$ cat config.mk
export PLATFORM = sky130hd
export DESIGN_NAME = combined_lcg_shuffle_rng_flat
export DESIGN_NICKNAME = d
export VERILOG_FILES = /design/src/rtl/clsrng_pkg.sv /design/src/rtl/clsrng_req_if.sv /design/src/rtl/clsrng_rsp_if.sv /design/src/rtl/clsrng_mul_unit.sv /design/src/rtl/clsrng_shuffle_mem.sv /design/src/rtl/combined_lcg_shuffle_rng.sv /design/src/flat_wrapper.sv
export SDC_FILE = /design/constraint.sdc
export NUM_CORES = 2
export LEC_CHECK = 0
export ABC_AREA = 1
export ABC_CLOCK_PERIOD_IN_PS = 6700
export BUFFER_PORTS_ARGS = -buffer_cell sky130_fd_sc_hd__clkbuf_2
export CORE_MARGIN = 2
export CORE_UTILIZATION = 30
export DETAILED_ROUTE_END_ITERATION = 10
export PLACE_DENSITY = 0.54
export SLEW_MARGIN = 20
export SYNTH_ARGS = -nofsm -noshare
export SYNTH_HDL_FRONTEND = slang
export SYNTH_SLANG_ARGS = --single-unit
$ cat constraint.sdc
create_clock -name clk_i -period 6.7 [get_ports clk_i]
set_input_delay 0.67 -clock clk_i [delete_from_list [all_inputs] [get_ports clk_i]]
set_output_delay 0.67 -clock clk_i [all_outputs]
set_load 0.005 [all_outputs]
$ cat src/rtl/clsrng_pkg.sv
// Shared constants, types and structs for the combined LCG shuffle generator.
`default_nettype none

package clsrng_pkg;

  localparam int unsigned GEN_W  = 31;  // generator / sample width
  localparam int unsigned FRAC_W = 32;  // Q0.32 fraction width
  localparam int unsigned MOP_W  = 16;  // narrow multiplier operand
  localparam int unsigned PROD_W = 47;  // MOP_W + GEN_W
  localparam int unsigned FOLD_W = 8;   // 2^31 - modulus fits here

  localparam logic [GEN_W-1:0]  MOD_A        = 31'd2147483563;
  localparam logic [GEN_W-1:0]  MOD_B        = 31'd2147483399;
  localparam logic [GEN_W-1:0]  TOP_A        = 31'd2147483562;
  localparam logic [FOLD_W-1:0] FOLD_A       = 8'd85;   // 2^31 - MOD_A
  localparam logic [FOLD_W-1:0] FOLD_B       = 8'd249;  // 2^31 - MOD_B
  localparam logic [MOP_W-1:0]  MUL_A        = 16'd40014;
  localparam logic [MOP_W-1:0]  MUL_B        = 16'd40692;
  localparam logic [MOP_W-1:0]  FRAC_MUL     = 16'd170; // 2^32 - 2*MOD_A
  localparam logic [FRAC_W-1:0] FRAC_MAX     = 32'd4294966780;
  localparam logic [GEN_W-1:0]  FIRST_RESET  = 31'd1;
  localparam logic [GEN_W-1:0]  SECOND_RESET = 31'd123456789;

  typedef enum logic {
    MOD_SEL_A,
    MOD_SEL_B
  } mod_sel_e;

  // Operands for the shared multiply/fold unit.
  typedef struct packed {
    logic [MOP_W-1:0] a;
    logic [GEN_W-1:0] b;
    mod_sel_e         sel;
  } mul_op_t;

  // Registered product plus its residue; wrap flags the final subtract.
  typedef struct packed {
    logic [PROD_W-1:0] prod;
    logic [GEN_W-1:0]  rem;
    logic              wrap;
  } mul_res_t;

endpackage

`default_nettype wire

$ cat src/rtl/clsrng_req_if.sv
// Request channel: draw or seed-then-draw words.
`default_nettype none

interface clsrng_req_if import clsrng_pkg::*; ();
  logic             valid;
  logic             ready;
  logic             func;
  logic [GEN_W-1:0] seed_value;

  modport source (output valid, func, seed_value, input ready);
  modport sink   (input valid, func, seed_value, output ready);
endinterface

`default_nettype wire

$ cat src/rtl/clsrng_rsp_if.sv
// Response channel: sample and Q0.32 fraction words.
`default_nettype none

interface clsrng_rsp_if import clsrng_pkg::*; ();
  logic              valid;
  logic              ready;
  logic [GEN_W-1:0]  sample;
  logic [FRAC_W-1:0] fraction;

  modport source (output valid, sample, fraction, input ready);
  modport sink   (input valid, sample, fraction, output ready);
endinterface

`default_nettype wire

$ cat src/rtl/clsrng_mul_unit.sv
// Shared 16x31 multiplier with registered product and modular fold stage.
`default_nettype none

module clsrng_mul_unit import clsrng_pkg::*; (
  input  logic     clk_i,
  input  mul_op_t  op_i,
  output mul_res_t res_o
);

  logic [PROD_W-1:0] prod_q;
  mod_sel_e          sel_q;

  logic [MOP_W-1:0]        hi;
  logic [FOLD_W-1:0]       fold;
  logic [GEN_W-1:0]        modulus;
  logic [GEN_W:0]          sum;
  logic [GEN_W:0]          sum_sub;
  logic                    wrap;

  always_ff @(posedge clk_i) begin
    prod_q <= PROD_W'(op_i.a) * PROD_W'(op_i.b);
    sel_q  <= op_i.sel;
  end

  // p = hi*2^31 + lo == hi*(2^31 - M) + lo  (mod M); result < 2M
  always_comb begin
    hi      = prod_q[PROD_W-1:GEN_W];
    fold    = (sel_q == MOD_SEL_A) ? FOLD_A : FOLD_B;
    modulus = (sel_q == MOD_SEL_A) ? MOD_A : MOD_B;
    sum     = (GEN_W+1)'((MOP_W+FOLD_W)'(hi) * (MOP_W+FOLD_W)'(fold))
            + {1'b0, prod_q[GEN_W-1:0]};
    sum_sub = sum - {1'b0, modulus};
    wrap    = (sum >= {1'b0, modulus});
  end

  assign res_o.prod = prod_q;
  assign res_o.wrap = wrap;
  assign res_o.rem  = wrap ? sum_sub[GEN_W-1:0] : sum[GEN_W-1:0];

endmodule

`default_nettype wire

$ cat src/rtl/clsrng_shuffle_mem.sv
// Shuffle table memory with per-entry valid bits; unwritten entries read zero.
`default_nettype none

module clsrng_shuffle_mem import clsrng_pkg::*; #(
  parameter int unsigned DEPTH = 32,
  parameter int unsigned IDX_W = (DEPTH > 1) ? $clog2(DEPTH) : 1
) (
  input  logic             clk_i,
  input  logic             rst_ni,
  input  logic             we_i,
  input  logic [IDX_W-1:0] waddr_i,
  input  logic [GEN_W-1:0] wdata_i,
  input  logic             re_i,
  input  logic [IDX_W-1:0] raddr_i,
  output logic [GEN_W-1:0] rdata_o
);

  logic [GEN_W-1:0] mem [DEPTH];
  logic [DEPTH-1:0] valid_q;
  logic [GEN_W-1:0] rdata_q;
  logic             rvalid_q;

  always_ff @(posedge clk_i) begin
    if (we_i) begin
      mem[waddr_i] <= wdata_i;
    end
    if (re_i) begin
      rdata_q <= mem[raddr_i];
    end
  end

  always_ff @(posedge clk_i or negedge rst_ni) begin
    if (!rst_ni) begin
      valid_q  <= '0;
      rvalid_q <= 1'b0;
    end else begin
      if (we_i) begin
        valid_q[waddr_i] <= 1'b1;
      end
      if (re_i) begin
        rvalid_q <= valid_q[raddr_i];
      end
    end
  end

  assign rdata_o = rvalid_q ? rdata_q : '0;

endmodule

`default_nettype wire

$ cat src/rtl/combined_lcg_shuffle_rng.sv
// Combined two-modulus LCG with Bays-Durham shuffle table, iterative datapath.
// A draw word walks the slot, generator, mix and fraction states; a new word is taken only in idle,
// after the result enters the output word (held while that word is occupied). A seed word adds a warm-up.
// The single shared multiplier gives one product per cycle, folded next cycle.
// Reset: generators 1 and 123456789, last sample 0, table reads zero via valid bits.
// No clearing pass; the block takes a word in the first cycle after reset.
`default_nettype none

module combined_lcg_shuffle_rng import clsrng_pkg::*; #(
  parameter int unsigned TABLE_SIZE = 32
) (
  input  logic         clk_i,
  input  logic         rst_ni,
  clsrng_req_if.sink   req_i,
  clsrng_rsp_if.source rsp_o
);

  localparam int unsigned IDX_W = (TABLE_SIZE > 1) ? $clog2(TABLE_SIZE) : 1;
  localparam int unsigned Q_W   = $clog2(TABLE_SIZE + 2);
  localparam int unsigned CNT_W = $clog2(TABLE_SIZE + 8);

  // Slot divisor and its truncated reciprocal; estimate is low by at most one.
  localparam longint unsigned SLOT_DIV_L   = 64'd1 + 64'd2147483562 / TABLE_SIZE;
  localparam longint unsigned SLOT_RECIP_L = (64'd1 << 32) / SLOT_DIV_L;
  localparam logic [GEN_W-1:0] SLOT_DIV    = GEN_W'(SLOT_DIV_L);
  localparam logic [MOP_W-1:0] SLOT_RECIP  = MOP_W'(SLOT_RECIP_L);
  localparam logic [CNT_W-1:0] WARM_LAST   = CNT_W'(TABLE_SIZE + 7);

  typedef enum logic [3:0] {
    ST_IDLE,
    ST_WARM_MUL,   // issue 40014*g1
    ST_WARM_RED,   // fold, fill table from the top slot down
    ST_SLOT_MUL,   // last * reciprocal
    ST_SLOT_CHK,   // estimate * divisor
    ST_SLOT_SEL,   // correct estimate, read table, issue g1 step
    ST_GEN_A,      // capture g1, issue g2 step
    ST_GEN_B,      // capture g2
    ST_MIX,        // subtract, wrap, refill slot
    ST_FRAC_MUL,   // 170 * sample
    ST_FRAC_OUT    // fraction = 2s + floor(170s / M), hand to output word
  } state_e;

  state_e            state_q, state_d;
  logic [GEN_W-1:0]  g1_q, g1_d;
  logic [GEN_W-1:0]  g2_q, g2_d;
  logic [GEN_W-1:0]  last_q, last_d;
  logic [CNT_W-1:0]  cnt_q, cnt_d;
  logic [Q_W-1:0]    qest_q, qest_d;
  logic [IDX_W-1:0]  slot_q, slot_d;
  logic              out_valid_q, out_valid_d;
  logic [GEN_W-1:0]  sample_q, sample_d;
  logic [FRAC_W-1:0] frac_q, frac_d;

  mul_op_t  mul_op;
  mul_res_t mul_res;

  logic             mem_we;
  logic [IDX_W-1:0] mem_waddr;
  logic [GEN_W-1:0] mem_wdata;
  logic             mem_re;
  logic [GEN_W-1:0] mem_rdata;

  logic [GEN_W-1:0]  seed_fix;
  logic [GEN_W-1:0]  slot_rem;
  logic [Q_W-1:0]    qfix;
  logic [IDX_W-1:0]  slot_w;
  logic [GEN_W:0]    mix_dif;
  logic [GEN_W:0]    mix_wrap;
  logic [GEN_W-1:0]  mix_val;
  logic [FRAC_W-1:0] frac_sum;
  logic [FRAC_W-1:0] frac_w;
  logic              req_acc;

  clsrng_mul_unit u_mul (
    .clk_i (clk_i),
    .op_i  (mul_op),
    .res_o (mul_res)
  );

  clsrng_shuffle_mem #(
    .DEPTH (TABLE_SIZE),
    .IDX_W (IDX_W)
  ) u_mem (
    .clk_i   (clk_i),
    .rst_ni  (rst_ni),
    .we_i    (mem_we),
    .waddr_i (mem_waddr),
    .wdata_i (mem_wdata),
    .re_i    (mem_re),
    .raddr_i (slot_w),
    .rdata_o (mem_rdata)
  );

  assign req_acc = req_i.valid && req_i.ready;

  // Seed: zero becomes one, values at or above the first modulus saturate.
  assign seed_fix = (req_i.seed_value == '0)   ? GEN_W'(1) :
                    (req_i.seed_value >= MOD_A) ? TOP_A : req_i.seed_value;

  // Slot: estimate from the reciprocal, then one compare corrects it.
  assign slot_rem = last_q - mul_res.prod[GEN_W-1:0];
  assign qfix     = qest_q + Q_W'(slot_rem >= SLOT_DIV);
  assign slot_w   = (qfix >= Q_W'(TABLE_SIZE)) ? IDX_W'(TABLE_SIZE - 1) : qfix[IDX_W-1:0];

  // Table entry minus second generator, wrapped into 1..TOP_A.
  assign mix_dif  = {1'b0, mem_rdata} - {1'b0, g2_q};
  assign mix_wrap = mix_dif + {1'b0, TOP_A};
  assign mix_val  = (mem_rdata <= g2_q) ? mix_wrap[GEN_W-1:0] : mix_dif[GEN_W-1:0];

  // s*2^32 = 2*M*s + 170*s, so the fold's high part and wrap give the quotient.
  assign frac_sum = {last_q, 1'b0} + FRAC_W'(mul_res.prod[PROD_W-1:GEN_W])
                  + FRAC_W'(mul_res.wrap);
  assign frac_w   = (frac_sum > FRAC_MAX) ? FRAC_MAX : frac_sum;

  always_comb begin
    state_d     = state_q;
    g1_d        = g1_q;
    g2_d        = g2_q;
    last_d      = last_q;
    cnt_d       = cnt_q;
    qest_d      = qest_q;
    slot_d      = slot_q;
    out_valid_d = out_valid_q;
    sample_d    = sample_q;
    frac_d      = frac_q;
    mul_op      = '{a: MUL_A, b: g1_q, sel: MOD_SEL_A};
    mem_we      = 1'b0;
    mem_waddr   = slot_q;
    mem_wdata   = g1_q;
    mem_re      = 1'b0;

    if (rsp_o.valid && rsp_o.ready) begin
      out_valid_d = 1'b0;
    end

    unique case (state_q)
      ST_IDLE: begin
        if (req_acc) begin
          if (req_i.func) begin
            g1_d    = seed_fix;
            g2_d    = seed_fix;
            cnt_d   = WARM_LAST;
            state_d = ST_WARM_MUL;
          end else begin
            state_d = ST_SLOT_MUL;
          end
        end
      end
      ST_WARM_MUL: begin
        state_d = ST_WARM_RED;
      end
      ST_WARM_RED: begin
        g1_d = mul_res.rem;
        if (cnt_q < CNT_W'(TABLE_SIZE)) begin
          mem_we    = 1'b1;
          mem_waddr = cnt_q[IDX_W-1:0];
          mem_wdata = mul_res.rem;
        end
        if (cnt_q == '0) begin
          last_d  = mul_res.rem;
          state_d = ST_SLOT_MUL;
        end else begin
          cnt_d   = cnt_q - CNT_W'(1);
          state_d = ST_WARM_MUL;
        end
      end
      ST_SLOT_MUL: begin
        mul_op  = '{a: SLOT_RECIP, b: last_q, sel: MOD_SEL_A};
        state_d = ST_SLOT_CHK;
      end
      ST_SLOT_CHK: begin
        qest_d  = mul_res.prod[32 +: Q_W];
        mul_op  = '{a: MOP_W'(qest_d), b: SLOT_DIV, sel: MOD_SEL_A};
        state_d = ST_SLOT_SEL;
      end
      ST_SLOT_SEL: begin
        mem_re  = 1'b1;
        slot_d  = slot_w;
        state_d = ST_GEN_A;
      end
      ST_GEN_A: begin
        g1_d    = mul_res.rem;
        mul_op  = '{a: MUL_B, b: g2_q, sel: MOD_SEL_B};
        state_d = ST_GEN_B;
      end
      ST_GEN_B: begin
        g2_d    = mul_res.rem;
        state_d = ST_MIX;
      end
      ST_MIX: begin
        mem_we  = 1'b1;
        last_d  = mix_val;
        state_d = ST_FRAC_MUL;
      end
      ST_FRAC_MUL: begin
        mul_op  = '{a: FRAC_MUL, b: last_q, sel: MOD_SEL_A};
        state_d = ST_FRAC_OUT;
      end
      ST_FRAC_OUT: begin
        // keep the product alive while the output word is still occupied
        mul_op = '{a: FRAC_MUL, b: last_q, sel: MOD_SEL_A};
        if (!out_valid_q || rsp_o.ready) begin
          out_valid_d = 1'b1;
          sample_d    = last_q;
          frac_d      = frac_w;
          state_d     = ST_IDLE;
        end
      end
      default: begin
        state_d = ST_IDLE;
      end
    endcase
  end

  always_ff @(posedge clk_i or negedge rst_ni) begin
    if (!rst_ni) begin
      state_q     <= ST_IDLE;
      g1_q        <= FIRST_RESET;
      g2_q        <= SECOND_RESET;
      last_q      <= '0;
      out_valid_q <= 1'b0;
    end else begin
      state_q     <= state_d;
      g1_q        <= g1_d;
      g2_q        <= g2_d;
      last_q      <= last_d;
      out_valid_q <= out_valid_d;
    end
  end

  always_ff @(posedge clk_i) begin
    cnt_q    <= cnt_d;
    qest_q   <= qest_d;
    slot_q   <= slot_d;
    sample_q <= sample_d;
    frac_q   <= frac_d;
  end

  assign req_i.ready    = (state_q == ST_IDLE);
  assign rsp_o.valid    = out_valid_q;
  assign rsp_o.sample   = sample_q;
  assign rsp_o.fraction = frac_q;

  // one word in flight: an accepted request closes the input next cycle
  a_busy_after_accept: assert property (@(posedge clk_i) disable iff (!rst_ni)
    req_acc |=> !req_i.ready)
    else $error("request taken while a word is in progress");

  a_sample_range: assert property (@(posedge clk_i) disable iff (!rst_ni)
    out_valid_q |-> (sample_q != '0) && (sample_q <= TOP_A))
    else $error("sample outside 1..TOP_A");

  a_frac_clamp: assert property (@(posedge clk_i) disable iff (!rst_ni)
    out_valid_q |-> (frac_q <= FRAC_MAX))
    else $error("fraction above clamp");

  a_slot_range: assert property (@(posedge clk_i) disable iff (!rst_ni)
    (state_q == ST_MIX) |-> (slot_q <= IDX_W'(TABLE_SIZE - 1)))
    else $error("shuffle slot beyond table");

  a_gen_range: assert property (@(posedge clk_i) disable iff (!rst_ni)
    (state_q == ST_MIX) |-> (g1_q < MOD_A) && (g2_q < MOD_B))
    else $error("generator not reduced");

endmodule

`default_nettype wire
$ cat src/flat_wrapper.sv
// flat-port wrapper written by rule: the top's interface ports become plain ports
module combined_lcg_shuffle_rng_flat import clsrng_pkg::*;
#(
  parameter int unsigned TABLE_SIZE = 32
)
  (clk_i, rst_ni, req_i_valid, req_i_func, req_i_seed_value, req_i_ready, rsp_o_valid, rsp_o_sample, rsp_o_fraction, rsp_o_ready);
  clsrng_req_if req_i_i ();
  clsrng_rsp_if rsp_o_i ();
  input  logic clk_i;
  input  logic rst_ni;
  input wire logic [$bits(req_i_i.valid)-1:0] req_i_valid;
  input wire logic [$bits(req_i_i.func)-1:0] req_i_func;
  input wire logic [$bits(req_i_i.seed_value)-1:0] req_i_seed_value;
  output wire logic [$bits(req_i_i.ready)-1:0] req_i_ready;
  output wire logic [$bits(rsp_o_i.valid)-1:0] rsp_o_valid;
  output wire logic [$bits(rsp_o_i.sample)-1:0] rsp_o_sample;
  output wire logic [$bits(rsp_o_i.fraction)-1:0] rsp_o_fraction;
  input wire logic [$bits(rsp_o_i.ready)-1:0] rsp_o_ready;
  assign req_i_i.valid = req_i_valid;
  assign req_i_i.func = req_i_func;
  assign req_i_i.seed_value = req_i_seed_value;
  assign req_i_ready = req_i_i.ready;
  assign rsp_o_valid = rsp_o_i.valid;
  assign rsp_o_sample = rsp_o_i.sample;
  assign rsp_o_fraction = rsp_o_i.fraction;
  assign rsp_o_i.ready = rsp_o_ready;
  combined_lcg_shuffle_rng #(.TABLE_SIZE(TABLE_SIZE)) u_core (.clk_i(clk_i), .rst_ni(rst_ni), .req_i(req_i_i), .rsp_o(rsp_o_i));
endmodule
# Word-level counts from Yosys, hierarchy flattened
# Memories as Yosys holds them, arrays and structs flattened. A register that Yosys moved wholly into a read port is not among the register bits.
# Cells that the tools add are included.
[classes]
addsub = 9
multipliers = 2
n_lt_le_gt_ge = 10
n_eq_ne = 15
muxes = 40
n_bitwise = 1
reduce_logical = 20
[op_table]
columns = ["op", "n"]
rows = [
  ["two-way mux 31 bit", 10],
  ["one-hot mux 48 bit (4 select lines)", 1],
  ["one-hot mux 31 bit (2 select lines)", 3],
  ["subtractor 31 bit", 3],
  ["multiplier 16 x 31 -> 47 bit", 1],
  ["one-hot mux 4 bit (11 select lines)", 1],
  ["adder 24 x 31 -> 32 bit", 1],
  ["adder 32 x 1 -> 32 bit", 1],
  ["adder 32 x 16 -> 32 bit", 1],
  [">= comparator 32 x 31 -> 1 bit", 1],
  ["> comparator 32 bit, second input constant", 1],
  ["OR 32 bit", 1],
  ["adder 31 bit, second input constant", 1],
  [">= comparator 31 x 26 -> 1 bit, second input constant", 1],
  [">= comparator 31 bit, second input constant", 1],
  ["less-or-equal comparator 31 bit", 1],
  ["zero test 31 bit", 1],
  ["multiplier 16 x 8 -> 24 bit", 1],
  ["two-way mux 6 bit", 3],
  ["== test 4 x 3 -> 1 bit, second input constant", 4],
  ["two-way mux 8 bit", 2],
  ["two-way mux 5 bit", 3],
  ["== test 4 bit, second input constant", 3],
  ["< comparator 5 x 6 -> 1 bit, second input constant", 2],
  ["26 further kinds", 49],
]
[word_totals]
ff_bits = 259
mem_bits_rw = 992
out_inout_bits = 65
n_memories = 1
[memory_table]
columns = ["name", "depth", "width", "read_ports", "rd_clocked_by_memory_dff", "write_ports", "line", "text"]
rows = [
  ["u_core.u_mem.mem", 32, 31, 1, 1, 1, "clsrng_shuffle_mem.sv:18", "logic [GEN_W-1:0] mem [DEPTH];"],
]

# Longest topological paths before layout
[logic_depth]
word_depth = 8
mapped_depth = 52
ltp_nobuf = 50

# Hierarchy
# From an unflattened synthesis, not the netlist that was laid out.
[unflattened]
hier_cells = 9138
area_unflattened_um2 = 82100.0
[by_module_without_submodules]
columns = ["module", "n_inst", "cells_each", "area_per_inst_um2"]
rows = [
  ["clsrng_shuffle_mem", 1, 3509, 42753.5],
  ["clsrng_mul_unit", 1, 3282, 23790.3],
  ["combined_lcg_shuffle_rng", 1, 2347, 15556.2],
]

# Worst setup path before layout
# No wires, ideal clock.
[synth_timing]
path_kind = "flip-flop to flip-flop"
startpoint = "register u_core.u_mul.sel_q"
endpoint = "register u_core.frac_q[9], in the netlist u_core.rsp_o.fraction[9] (data pin)"
setup_time_ns = 0.258
arrival_ns = 6.972
path_slack_ns = -0.531
path_stages_with_launch = 46
n_path_buf = 3
path_cell_list = "dfxtp_1 > clkbuf_1 > clkbuf_1 > nand2_1 > fa_1 > inv_1 > fa_1 > fa_1 > inv_1 > fa_1 > inv_1 > ha_1 > nand2_1 > inv_2 > nand2_1 > inv_2 > nand2_1 > clkinv_1 > [10 not listed] > ha_1 > fa_1 > nand3_1 > nand3_1 > a21oi_1 > o21bai_1 > nand2_1 > nand2_1 > nand2_1 > nor2_1 > nand2_1 > xor2_1 > inv_1 > nand3_1 > inv_1 > nand2_1 > nor2_1 > nor2_1"
[synth_between]
elab_chain_len = 6
word_cells_on_any_way = 7
[synth_rtl]
columns = ["element", "line", "text"]
rows = [
  ["start, declared", "clsrng_mul_unit.sv:11", "mod_sel_e sel_q;"],
  ["start signal, assigned", "clsrng_mul_unit.sv:22", "sel_q <= op_i.sel;"],
  ["two-way mux 8 bit", "clsrng_mul_unit.sv:28", "fold = (sel_q == MOD_SEL_A) ? FOLD_A : FOLD_B;"],
  ["multiplier 16 x 8 -> 24 bit", "clsrng_mul_unit.sv:30", "sum = (GEN_W+1)'((MOP_W+FOLD_W)'(hi) * (MOP_W+FOLD_W)'(fold))"],
  ["adder 24 x 31 -> 32 bit", "clsrng_mul_unit.sv:31", "+ {1'b0, prod_q[GEN_W-1:0]};"],
  [">= comparator 32 x 31 -> 1 bit (*)", "clsrng_mul_unit.sv:33", "wrap = (sum >= {1'b0, modulus});"],
  ["adder 32 x 1 -> 32 bit (*)", "combined_lcg_shuffle_rng.sv:112", "+ FRAC_W'(mul_res.wrap);"],
  ["> comparator 32 bit", "combined_lcg_shuffle_rng.sv:113", "assign frac_w = (frac_sum > FRAC_MAX) ? FRAC_MAX : frac_sum;"],
  ["end signal, assigned", "combined_lcg_shuffle_rng.sv:236", "frac_q <= frac_d;"],
  ["end, declared", "combined_lcg_shuffle_rng.sv:52", "logic [FRAC_W-1:0] frac_q, frac_d;"],
]
# Mark *: on every way between the ends. The rest lies on a longest branch, timed or not.
# A chain may end at the register's enable or synchronous reset.

# Worst setup path in the final report
[layout_timing]
startpoint = "register u_core.state_q[0]"
endpoint = "register u_core.u_mul.prod_q[36]"
[layout_between]
elab_chain_len = 4
word_cells_on_any_way = 8
[layout_rtl]
columns = ["element", "line", "text"]
rows = [
  ["start, declared", "combined_lcg_shuffle_rng.sv:43", "state_e state_q, state_d;"],
  ["start signal, assigned", "combined_lcg_shuffle_rng.sv:223", "state_q <= state_d;"],
  ["== test 4 bit", "combined_lcg_shuffle_rng.sv:136", "unique case (state_q)"],
  ["OR reduction 2 bit (no source line)", "n/a", ""],
  ["one-hot mux 48 bit (4 select lines) (*)", "combined_lcg_shuffle_rng.sv:136", ""],
  ["multiplier 16 x 31 -> 47 bit (*)", "clsrng_mul_unit.sv:21", "prod_q <= PROD_W'(op_i.a) * PROD_W'(op_i.b);"],
  ["end signal, assigned", "clsrng_mul_unit.sv:21", ""],
  ["end, declared", "clsrng_mul_unit.sv:10", "logic [PROD_W-1:0] prod_q;"],
]
# Marked as above.

==> metrics.txt <==
status=finished, violations left; failing checks=setup timing; chip width=514 µm; DP Worst Slack=-1.18 ns; min Tclk post-route=7.02 ns; Post-synth EDFFs=1,103; worst rel slew slack=0.264; CTS Root Cell=clkbuf_16; leading area contributor after synthesis=edfxtp_1; Tot GR Track Use=0.216; Clock Tree Buf Depth=3; Worst-path clk slew=0.07 ns; router iterations before antenna repair=6; register area share after synthesis=0.480; max cap viols=0; CTS tree=built; hold path depth=2; Clock Sinks=1,282; synthesis-to-layout area growth=26.9%; Initial DRC Count=5,612; Async SR Flop Fraction=0.102; Tcrit/Tclk final=1.05; RePlAce Congestion=0.952; Routed WL=290 mm; final worst slack=-0.318 ns; post-DP HPWL=217 mm; vias in the first global route=63.2k; # setup viols final=36; Critical-path top delay cell=fa_1; skew final=0.0533 ns; remaining global-route overflow=0; proportion of layout cells with a drive suffix above 1=0.217; DR vias=63.7k; CTS buffer count=141; CP Launch Type=flip-flop; count of different cell masters after synthesis=56; DR vias/cell=4.92; top cells by area, synth=edfxtp_1 42%, fa_1 10%, nand2_1 8.8%; Slew @ Worst Pin=1.10 ns; Starting Density=0.301; area share of the largest cell type after synthesis=0.425; core footprint=259,000 µm²; crit-path max cell delay=0.58 ns; final max-slew violation count=0; Post-Syn Area per Cell=9.24 µm²; die area=264,000 µm²; Ys Warns=0; r2r worst-path depth=31; largest net degree at the start of global routing=78; NumNets Final=10.2k; Max Fclk=142 MHz; first-pass GRT wire length=425 mm; cells after synthesis=8,433; FP Rows=187; total I/O pin count=101; initial antenna violation count=8; HP Class=primary input to flip-flop; # H-tree levels=4; flop and latch count out of synthesis=1,282; Synth Flop Type=edfxtp_1; RSZ-0062 raised after global routing=yes; ANT nets after route=0; Hold Fails Final Rpt=0; routed len/inst=22.4 µm; CP endpoint kind=flip-flop; synthesized area=77,900 µm²; worst-skew pair later-pin latency=0.83 ns; # DRC=0; WP data required=7.39 ns; port bufs=100; Setup Crit Path Kind=flip-flop to flip-flop; cell mode on critical path=fa_1; Arr. time, crit path=7.71 ns; Fin Hold WS=0.191 ns; Chip Height=514 µm; Crit Path Max Fanout=18
## placed cells by master (no fill, tap or decap), types with 20 or more instances in the layout
master and count:
or2_2 27, edfxtp_1 1103, buf_6 36, clkbuf_16 145, buf_12 98, nor2_2 70, nand2_4 29, a21oi_1 239
clkbuf_1 23, nor3_1 39, ha_1 276, dfrtp_1 112, a31oi_1 37, nand3_1 347, nor2_1 843, clkinv_2 21
nand2_1 1707, nand3_2 33, nand2_2 101, buf_4 935, a21oi_2 40, inv_1 1158, inv_2 85, xor2_1 70
ha_4 43, clkbuf_2 99, o21ai_1 26, o211ai_1 279, clkinv_1 23, o21ai_2 30, xnor2_1 37, o21ai_0 563
nor2_4 76, fa_2 20, fa_1 379, dfxtp_1 41, nand4_1 63
## worst max-delay path: cells and delay by family, from the launching register on
kind | cells | cell delay, ns
XOR/XNOR | 1 | 0.32
AO/OA/AOI/OAI | 2 | 0.27
adder cells (fa/ha/maj) | 7 | 3.20
flip-flops | 1 | 0.44
AND/OR/NAND/NOR | 11 | 1.61
buffers and inverters | 10 | 1.02
## synth_stat cells, types with 46 or more instances
| cell | instances |
|---|---|
| dfrtp_1 | 114 |
| nor3_1 | 47 |
| o21ai_0 | 605 |
| fa_1 | 399 |
| nand3_1 | 384 |
| nor2_1 | 978 |
| dfxtp_1 | 48 |
| ha_1 | 322 |
| xor2_1 | 84 |
| o211ai_1 | 279 |
| clkbuf_1 | 244 |
| edfxtp_1 | 1103 |
| nand4_1 | 63 |
| a31oi_1 | 46 |
| a21oi_1 | 295 |
| inv_1 | 1229 |
| nand2_1 | 1829 |
## worst paths after layout
path / from / endpoint / slack (ns)
hold / removal: rsp_o_ready / u_core.rsp_o.valid / 0.19
hold reg to reg: u_core.u_mem.valid_q[6] / u_core.u_mem.valid_q[6] / 0.46
min in group asynchronous: rst_ni / u_core.rsp_o.valid / 0.55
setup / recovery: u_core.state_q[0] / u_core.u_mul.prod_q[36] / -0.32
max in group asynchronous: rst_ni / u_core.last_q[2] / 4.88
setup reg to reg: u_core.state_q[0] / u_core.u_mul.prod_q[36] / -0.32
## cells by family (layout without fill, tap and decap cells)
group                      count (synthesis)  after routing  share of synthesized area
other                                      2              9                  0.0000964
muxes                                     14             14                    0.00180
buffers and inverters                   1570           2682                     0.0766
xor gates and xnor gates                 126            126                     0.0142
and+or+nand+nor                         3394           3394                      0.176
adders and majority gates                721            721                      0.154
DFF                                     1282           1282                      0.480
AOI/OAI and AO/OA                       1324           1324                     0.0976
## timing repair
action                                  4_1_cts  5_1_grt
endpoints found under the setup margin      944      499
gates cloned                                  0        3
hold endpoints to repair                     51        0
pin swaps                                    70      134
buffers inserted                             31       40
hold buffers                                  1        0
gates resized for setup                     287      373
## flip-flops by register name (all words and copies together), names as in the netlist, 32 cells and up
name	cells
u_core.u_mul.prod_q	47
u_core.u_mem.valid_q	32
u_core.rsp_o.fraction	32
u_core.u_mem.mem	992
## through the flow
| stage | cell area (µm²) | setup TNS [ns] | util | instances |
|---|---|---|---|---|
| 2_1_floorplan | 78400 | -0.0150 | - | 8438 |
| 3_3_place_gp | 90900 | -210.72 | 0.351 | 12630 |
| 3_5_place_dp | 90900 | -181.67 | 0.351 | 12630 |
| 4_1_cts | 97100 | -7.43 | 0.375 | 12910 |
| 5_1_grt | 98900 | -16.01 | 0.382 | 12952 |
| 6_report | 98900 | -5.58 | 0.382 | 12954 |
## area by class of cell
type	instances	area, µm²
diodes	2	5.00
clock buffers	172	3740
clock inverters	77	1030
fillers	25633	160000
inverters	1258	4750
multi-input cells	5586	37700
flip-flops and latches	1282	37400
well taps	3402	4260
repair buffers	1175	10000
## layer usage
layer / up-vias / share of wire / GRT usage
met1: 31457 / 0.44 / 0.293
met3: 449 / 0.056 / 0.0284
met2: 1996 / 0.46 / 0.343
met4: 4 / 0.051 / 0.0973
li1: 29770 / - / -
met5: - / 0.00010 / 0
Power is not shown: default switching activity piles up to over one toggle a cycle in this logic, so the estimate is an artifact.
